File: src/rtl/assert_macros.svh
// ----------------------------------------------------------------------------
// Assertion macros
// Shared concurrent assertion forms for the list store blocks.
// ----------------------------------------------------------------------------
`ifndef ASSERT_MACROS_SVH
`define ASSERT_MACROS_SVH

// Property that must hold at every clock edge out of reset.
`define BLS_ASSERT(lbl, clk, rstn, prop, msg) \
  lbl: assert property (@(posedge clk) disable iff (!rstn) (prop)) else $error(msg);

// Consequent that must hold in the cycle after the antecedent.
`define BLS_ASSERT_NEXT(lbl, clk, rstn, ante, cons, msg) \
  lbl: assert property (@(posedge clk) disable iff (!rstn) (ante) |=> (cons)) \
    else $error(msg);

`endif

File: src/rtl/bls_pkg.sv
// ----------------------------------------------------------------------------
// List store package
// Field widths, operation and status codes, and controller/datapath links.
// ----------------------------------------------------------------------------
package bls_pkg;

  localparam int unsigned DEF_CAPACITY = 1024;

  localparam int unsigned OP_W   = 3;
  localparam int unsigned VAL_W  = 64;
  localparam int unsigned POS_W  = 10;
  localparam int unsigned STAT_W = 2;
  localparam int unsigned IDX_W  = 10;
  localparam int unsigned LEN_W  = 11;

  typedef enum logic [OP_W-1:0] {
    OP_APPEND = 3'd0,
    OP_REMOVE = 3'd1,
    OP_READ   = 3'd2,
    OP_FIND   = 3'd3,
    OP_FILL   = 3'd4,
    OP_CLEAR  = 3'd5
  } op_e;

  typedef enum logic [STAT_W-1:0] {
    ST_OK       = 2'd0,
    ST_RANGE    = 2'd1,
    ST_FULL     = 2'd2,
    ST_NOTFOUND = 2'd3
  } status_e;

  typedef enum logic [1:0] {WR_NONE, WR_APPEND, WR_SHIFT, WR_FILL} wr_sel_e;
  typedef enum logic [1:0] {PTR_HOLD, PTR_POS, PTR_POS1, PTR_INC} ptr_op_e;
  typedef enum logic [1:0] {FC_HOLD, FC_INC, FC_DEC, FC_CLR} fc_op_e;
  typedef enum logic [1:0] {RES_NONE, RES_DATA, RES_INDEX} res_sel_e;
  typedef enum logic {RD_POS, RD_PTR} rd_src_e;

  // Controller to datapath
  typedef struct packed {
    logic     in_ready;
    logic     capture;
    logic     rd_en;
    rd_src_e  rd_src;
    wr_sel_e  wr_sel;
    ptr_op_e  ptr_op;
    fc_op_e   fc_op;
    logic     res_load;
    status_e  res_status;
    res_sel_e res_sel;
  } cmd_t;

  // Datapath to controller
  typedef struct packed {
    logic            in_valid;
    logic [OP_W-1:0] op;
    logic            full;
    logic            pos_ge_len;
    logic            pos_gt_end;
    logic            scan_more;
    logic            rd_pend;
    logic            rd_hit;
    logic            fill_last;
    logic            out_free;
  } stat_t;

endpackage

File: src/rtl/bls_ctrl.sv
// ----------------------------------------------------------------------------
// List store controller
// Sequences each request: decode, memory walk, and result hand-off.
// ----------------------------------------------------------------------------
`include "assert_macros.svh"

module bls_ctrl (
  input  logic           clk_i,
  input  logic           rst_ni,
  input  bls_pkg::stat_t stat_i,
  output bls_pkg::cmd_t  cmd_o
);
  import bls_pkg::*;

  localparam logic [2:0] S_IDLE   = 3'd0;
  localparam logic [2:0] S_EXEC   = 3'd1;
  localparam logic [2:0] S_RDWAIT = 3'd2;
  localparam logic [2:0] S_SHIFT  = 3'd3;
  localparam logic [2:0] S_FIND   = 3'd4;
  localparam logic [2:0] S_FILL   = 3'd5;
  localparam logic [2:0] S_HOLD   = 3'd6;

  logic [2:0] state_q, state_d;
  status_e    hold_st_q, hold_st_d;
  res_sel_e   hold_sel_q, hold_sel_d;

  logic       fin;
  status_e    fin_st;
  res_sel_e   fin_sel;

  always_comb begin
    cmd_o            = '0;
    cmd_o.rd_src     = RD_POS;
    cmd_o.wr_sel     = WR_NONE;
    cmd_o.ptr_op     = PTR_HOLD;
    cmd_o.fc_op      = FC_HOLD;
    cmd_o.res_status = ST_OK;
    cmd_o.res_sel    = RES_NONE;
    state_d          = state_q;
    hold_st_d        = hold_st_q;
    hold_sel_d       = hold_sel_q;
    fin              = 1'b0;
    fin_st           = ST_OK;
    fin_sel          = RES_NONE;

    unique case (state_q)
      S_IDLE: begin
        cmd_o.in_ready = 1'b1;
        if (stat_i.in_valid) begin
          cmd_o.capture = 1'b1;
          state_d       = S_EXEC;
        end
      end

      S_EXEC: begin
        unique case (stat_i.op)
          OP_APPEND: begin
            fin = 1'b1;
            if (stat_i.full) begin
              fin_st = ST_FULL;
            end else begin
              cmd_o.wr_sel = WR_APPEND;
              cmd_o.fc_op  = FC_INC;
            end
          end
          OP_REMOVE: begin
            if (stat_i.pos_ge_len) begin
              fin    = 1'b1;
              fin_st = ST_RANGE;
            end else begin
              cmd_o.ptr_op = PTR_POS1;
              state_d      = S_SHIFT;
            end
          end
          OP_READ: begin
            if (stat_i.pos_ge_len) begin
              fin    = 1'b1;
              fin_st = ST_RANGE;
            end else begin
              cmd_o.rd_en  = 1'b1;
              cmd_o.rd_src = RD_POS;
              state_d      = S_RDWAIT;
            end
          end
          OP_FIND: begin
            if (stat_i.pos_ge_len) begin
              fin    = 1'b1;
              fin_st = ST_NOTFOUND;
            end else begin
              cmd_o.ptr_op = PTR_POS;
              state_d      = S_FIND;
            end
          end
          OP_FILL: begin
            if (stat_i.pos_ge_len) begin
              fin    = 1'b1;
              fin_st = ST_RANGE;
            end else if (stat_i.pos_gt_end) begin
              fin = 1'b1;
            end else begin
              cmd_o.ptr_op = PTR_POS;
              state_d      = S_FILL;
            end
          end
          OP_CLEAR: begin
            cmd_o.fc_op = FC_CLR;
            fin         = 1'b1;
          end
          default: begin
            fin = 1'b1;
          end
        endcase
      end

      S_RDWAIT: begin
        fin     = 1'b1;
        fin_sel = RES_DATA;
      end

      // Read the next word while writing the previous one a slot lower.
      S_SHIFT: begin
        if (stat_i.rd_pend) begin
          cmd_o.wr_sel = WR_SHIFT;
        end
        if (stat_i.scan_more) begin
          cmd_o.rd_en  = 1'b1;
          cmd_o.rd_src = RD_PTR;
          cmd_o.ptr_op = PTR_INC;
        end else begin
          cmd_o.fc_op = FC_DEC;
          fin         = 1'b1;
        end
      end

      // Compare the word read last cycle; stop on the first match.
      S_FIND: begin
        if (stat_i.rd_hit) begin
          fin     = 1'b1;
          fin_sel = RES_INDEX;
        end else if (stat_i.scan_more) begin
          cmd_o.rd_en  = 1'b1;
          cmd_o.rd_src = RD_PTR;
          cmd_o.ptr_op = PTR_INC;
        end else begin
          fin    = 1'b1;
          fin_st = ST_NOTFOUND;
        end
      end

      S_FILL: begin
        cmd_o.wr_sel = WR_FILL;
        if (stat_i.fill_last) begin
          fin = 1'b1;
        end else begin
          cmd_o.ptr_op = PTR_INC;
        end
      end

      // Hold the finished result until the output register frees.
      S_HOLD: begin
        if (stat_i.out_free) begin
          cmd_o.res_load   = 1'b1;
          cmd_o.res_status = hold_st_q;
          cmd_o.res_sel    = hold_sel_q;
          state_d          = S_IDLE;
        end
      end

      default: begin
        state_d = S_IDLE;
      end
    endcase

    if (fin) begin
      if (stat_i.out_free) begin
        cmd_o.res_load   = 1'b1;
        cmd_o.res_status = fin_st;
        cmd_o.res_sel    = fin_sel;
        state_d          = S_IDLE;
      end else begin
        hold_st_d  = fin_st;
        hold_sel_d = fin_sel;
        state_d    = S_HOLD;
      end
    end
  end

  always_ff @(posedge clk_i or negedge rst_ni) begin
    if (!rst_ni) begin
      state_q    <= S_IDLE;
      hold_st_q  <= ST_OK;
      hold_sel_q <= RES_NONE;
    end else begin
      state_q    <= state_d;
      hold_st_q  <= hold_st_d;
      hold_sel_q <= hold_sel_d;
    end
  end

  `BLS_ASSERT(a_state_legal, clk_i, rst_ni, state_q <= S_HOLD, "illegal controller state")
  `BLS_ASSERT(a_load_free, clk_i, rst_ni, !cmd_o.res_load || stat_i.out_free, "result reg busy")
  `BLS_ASSERT(a_ready_idle, clk_i, rst_ni, cmd_o.in_ready == (state_q == S_IDLE), "ready not idle")
  `BLS_ASSERT_NEXT(a_capture_exec, clk_i, rst_ni, cmd_o.capture, state_q == S_EXEC, "no execute")

endmodule

File: config.mk
export PLATFORM = sky130hd
export DESIGN_NAME = bls_ctrl
export DESIGN_NICKNAME = d
export VERILOG_FILES = /design/src/rtl/bls_pkg.sv /design/src/rtl/bls_ctrl.sv
export VERILOG_INCLUDE_DIRS = /design/src /design/src/rtl
export SDC_FILE = /design/constraint.sdc
export NUM_CORES = 1
export LEC_CHECK = 0
export BUFFER_PORTS_ARGS = -buffer_cell sky130_fd_sc_hd__buf_2
export CELL_PAD_IN_SITES_DETAIL_PLACEMENT = 1
export CELL_PAD_IN_SITES_GLOBAL_PLACEMENT = 1
export CORE_UTILIZATION = 38
export CTS_BUF_LIST = sky130_fd_sc_hd__clkbuf_4
export DETAILED_ROUTE_END_ITERATION = 6
export PLACE_DENSITY_LB_ADDON = 0.2
export SLEW_MARGIN = 10
export SYNTH_ARGS = -nofsm -noshare
export SYNTH_HDL_FRONTEND = slang
export SYNTH_SLANG_ARGS = --single-unit
File: constraint.sdc
create_clock -name clk_i -period 3.4 [get_ports clk_i]
set_clock_uncertainty 0.2 [all_clocks]
set_input_delay 0.17 -clock clk_i [delete_from_list [all_inputs] [get_ports clk_i]]
set_output_delay 0.17 -clock clk_i [all_outputs]
set_load 0.005 [all_outputs]
==> qor.csv <==
stage;metric;value;unit
worst_setup_path;critical path type;register to output pin;
run_status;status;complete, no violations;
detailed_routing;Vias;869;
worst_setup_path;Startpoint Class;register;
clock_network;CTS sink count;7;
synthesis;post-synthesis sequential area ratio;21.8;%
pwr;PwrDens;680;mW/mm^2
synthesis;Mean Syn Cell Area;7.58;sq um
clock_network;CTS max path bufs;2;
timing;Worst-Margin Slew;0.618;ns
global_route;vias in the first global route;791;
clock_network;CTS tree;done;
global_route;total grt overflow;0;
pwr;sequential power share;30.3;%
clock_network;Reg clk slew, reported paths;0.05;ns
cells_and_area;Synth-to-Final Area Change;20.2;%
timing;Setup TNS;0;ns
pwr;Clk pwr share;12.9;%
global_route;Most Used Layer, Global Route;met2;
pwr;Leak;0.478;nW
timing;Slew Viols, Final;0;
clock_network;clk_lat worst skew;0.25;ns
global_route;initial antenna violation count;0;
timing;FMAX;0.363;GHz
worst_setup_path;Crit. End Element;output pin;
placed_design;Placer Congestion;0.859;
flow_run;max-cap viol count;0;
placed_design;Cell Area, Placed;916;sq um
detailed_routing;post-DR vias/cell;5.50;
detailed_routing;total wire length;2320;um
clock_network;# Post-CTS Setup Buffers;0;
synthesis;Yosys warning total;0;
cells_and_area;layout cells sized above 1;31.3;%
die;core footprint;0.00198;sq mm
global_route;met3 usage;1.13;%
global_route;GR Util met1;29.7;%
pwr;maximum VDD drop;0.294;mV
worst_setup_path;data arrival time of the worst path;2.39;ns
clock_network;clock root cell;clkbuf_4;
clock_network;CTS buffer count;3;
pwr;power share of the combinational group;56.7;%
cells_and_area;fin nets;146;
synthesis;Synth top area share;21.8;%
clock_network;H-tree depth;1;
cells_and_area;Final Util;48.7;%
synthesis;top post-synthesis cells by area;dfrtp_1 22%, a21oi_1 7.5%, nor2_1 5.6%;
die;Die Wd;48.0;um
placed_design;placed instance count;152;
synthesis;flops & latches, synth;7;
synthesis;syn nets;120;
synthesis;Synth cell types;39;
pwr;internal power;356;uW
cells_and_area;most common cell after layout, fill and taps aside;buf_2;
cells_and_area;Final Cell Area;966;sq um
die;Die Height;48.0;um
global_route;first-pass GRT wire length;3620;um
worst_setup_path;CP required;3.03;ns
timing;Hold Fails Final Rpt;0;
worst_hold_path;Min-Delay Path Class;input pin to async pin;
placed_design;IO Port Bufs;28;
die;die area;0.00230;sq mm
detailed_routing;drt wl/cell;14.7;um
global_route;grt met2 use;39.5;%
pwr;Psw;301;uW
placed_design;DP Wirelength;1830;um
synthesis;Gate Count Post-Synth;106;
die;Starting Density;40.5;%
die;I/O pin cnt;29;
cells_and_area;most frequent cells in the layout;28 x buf_2, 12 x nor2_1, 12 x a21oi_1, 10 x nand2_1, 7 x dfrtp_1;
timing;Final period util;81.1;%
timing;Slew headroom;58.8;%
detailed_routing;drt pass-1 iters;4;
cells_and_area;fin cells;158;
synthesis;area leader, netlist;dfrtp_1;
synthesis;Cell Area, Synth;803;sq um
timing;final setup vio count;0;
global_route;gr usage total;22.8;%
timing;Tmin final;2.76;ns
cells_and_area;FILL cells;267;
die;FP Rows;16;
global_route;largest net degree at the start of global routing;23;
detailed_routing;Initial DRC Count;10;
cells_and_area;# diodes;0;
detailed_routing;Residual DRC;0;
pwr;net switching fraction of the power;45.8;%
detailed_routing;antenna-violating nets left;0;
timing;RSZ-0062 raised after global routing;no;
worst_setup_path;crit-path max FO;22;
[cells in the mapped netlist]
library cell and n:
a21oi_1 12, nor2_1 12, nand2_1 10, dfrtp_1 7
inv_1 6, buf_2 4, nand2b_1 4, and3_1 3
buf_6 3, mux2i_1 3, nor3_1 3, nor3b_1 3
a211oi_1 2, a21boi_0 2, a221oi_1 2, clkbuf_1 2
mux2_4 2, nor2b_1 2, nor4_1 2, o21a_1 2
or2_2 2, a211o_1 1, a21o_1 1, a311oi_1 1
a31o_2 1, a31oi_1 1, a32o_1 1, and2_1 1
and2_4 1, nand3_1 1, nand4b_1 1, nor4b_4 1
o211ai_1 1, o21ai_0 1, o31ai_1 1, or3_1 1
or3b_2 1, or4b_4 1, xnor2_1 1
[power groups by stage]
stage	Sequential (mW)	Clock [mW]	Combinational (mW)
floorplan	0.138	0	0.350
finish	0.199	0.0848	0.372
global placement	0.196	0	0.357
detailed placement	0.199	0	0.370
global route	0.207	0.0882	0.409
CTS	0.198	0.0859	0.376
[sequential cells by signal, indices dropped and copies added, names as in the netlist]
signal      cells
hold_sel_q      2
hold_st_q       2
state_q         3
[timing repair]
item                      CTS  global route
hold buffers                2             0
hold endpoints to repair    8             0
resized for setup           0             0
[routing by layer]
| layer | share of wire (%) | wire, um |
|---|---|---|
| met1 | 47 | 1080 |
| met2 | 49 | 1130 |
| met3 | 3.3 | 76 |
| met4 | 1.3 | 30 |
| met5 | 0 | 0 |
[critical path, stage by stage (launching register included)]
cell	delay (ns)
dfrtp_1	0.73
or3b_2	0.58
a211oi_1	0.25
or4b_4	0.22
nand2_1	0.06
o21ai_0	0.16
buf_2	0.14
[area by class of cell]
| type | count | area [sq um] | area share (%) |
|---|---|---|---|
| inverters | 6 | 22.5 | 2.33 |
| multi-input cells | 84 | 544 | 56.3 |
| well taps | 27 | 33.8 | 3.50 |
| flip-flops and latches | 7 | 175 | 18.1 |
| repair buffers | 30 | 160 | 16.6 |
| clock buffers | 4 | 30.0 | 3.11 |
[worst paths after layout]
kind | from | to | slack [ns] | depth (start not counted)
min in group clk_i | stat_i[6] | hold_st_q[0]$_DFFE_PN0P_ | 0.23 | 4
worst max register to register | state_q[0]$_DFFE_PN0P_ | hold_sel_q[1]$_DFFE_PN0P_ | 0.80 | 5
worst min register to register | hold_st_q[1]$_DFFE_PN0P_ | hold_st_q[1]$_DFFE_PN0P_ | 0.34 | 1
worst min-delay path | rst_ni | hold_sel_q[1]$_DFFE_PN0P_ | 0.07 | 2
max in group asynchronous | rst_ni | state_q[2]$_DFFE_PN0P_ | 2.78 | 2
worst max-delay path | state_q[0]$_DFFE_PN0P_ | cmd_o[2] | 0.64 | 6
[per-stage QoR]
stage	setup WS (ns)	power [mW]	hold slack [ns]
after detailed placement	0.852	0.570	-0.191
final	0.643	0.657	0.0735
after global routing	0.480	0.705	0.110
after CTS	0.686	0.660	0.0717
after floorplan	1.14	0.488	-0.326
after global placement	0.917	0.553	-0.195
[cell families (layout without fill, tap and decap cells)]
kind of cell,count (synthesis),after routing,synth area share [%]
DFF,7,7,21.8
xor gates and xnor gates,1,1,1.09
and+or+nand+nor,49,49,35.2
AOI/OAI and AO/OA,29,29,24.0
muxes,5,5,7.48
buffers and inverters,15,40,10.4
(Power assumes the default switching activity.)
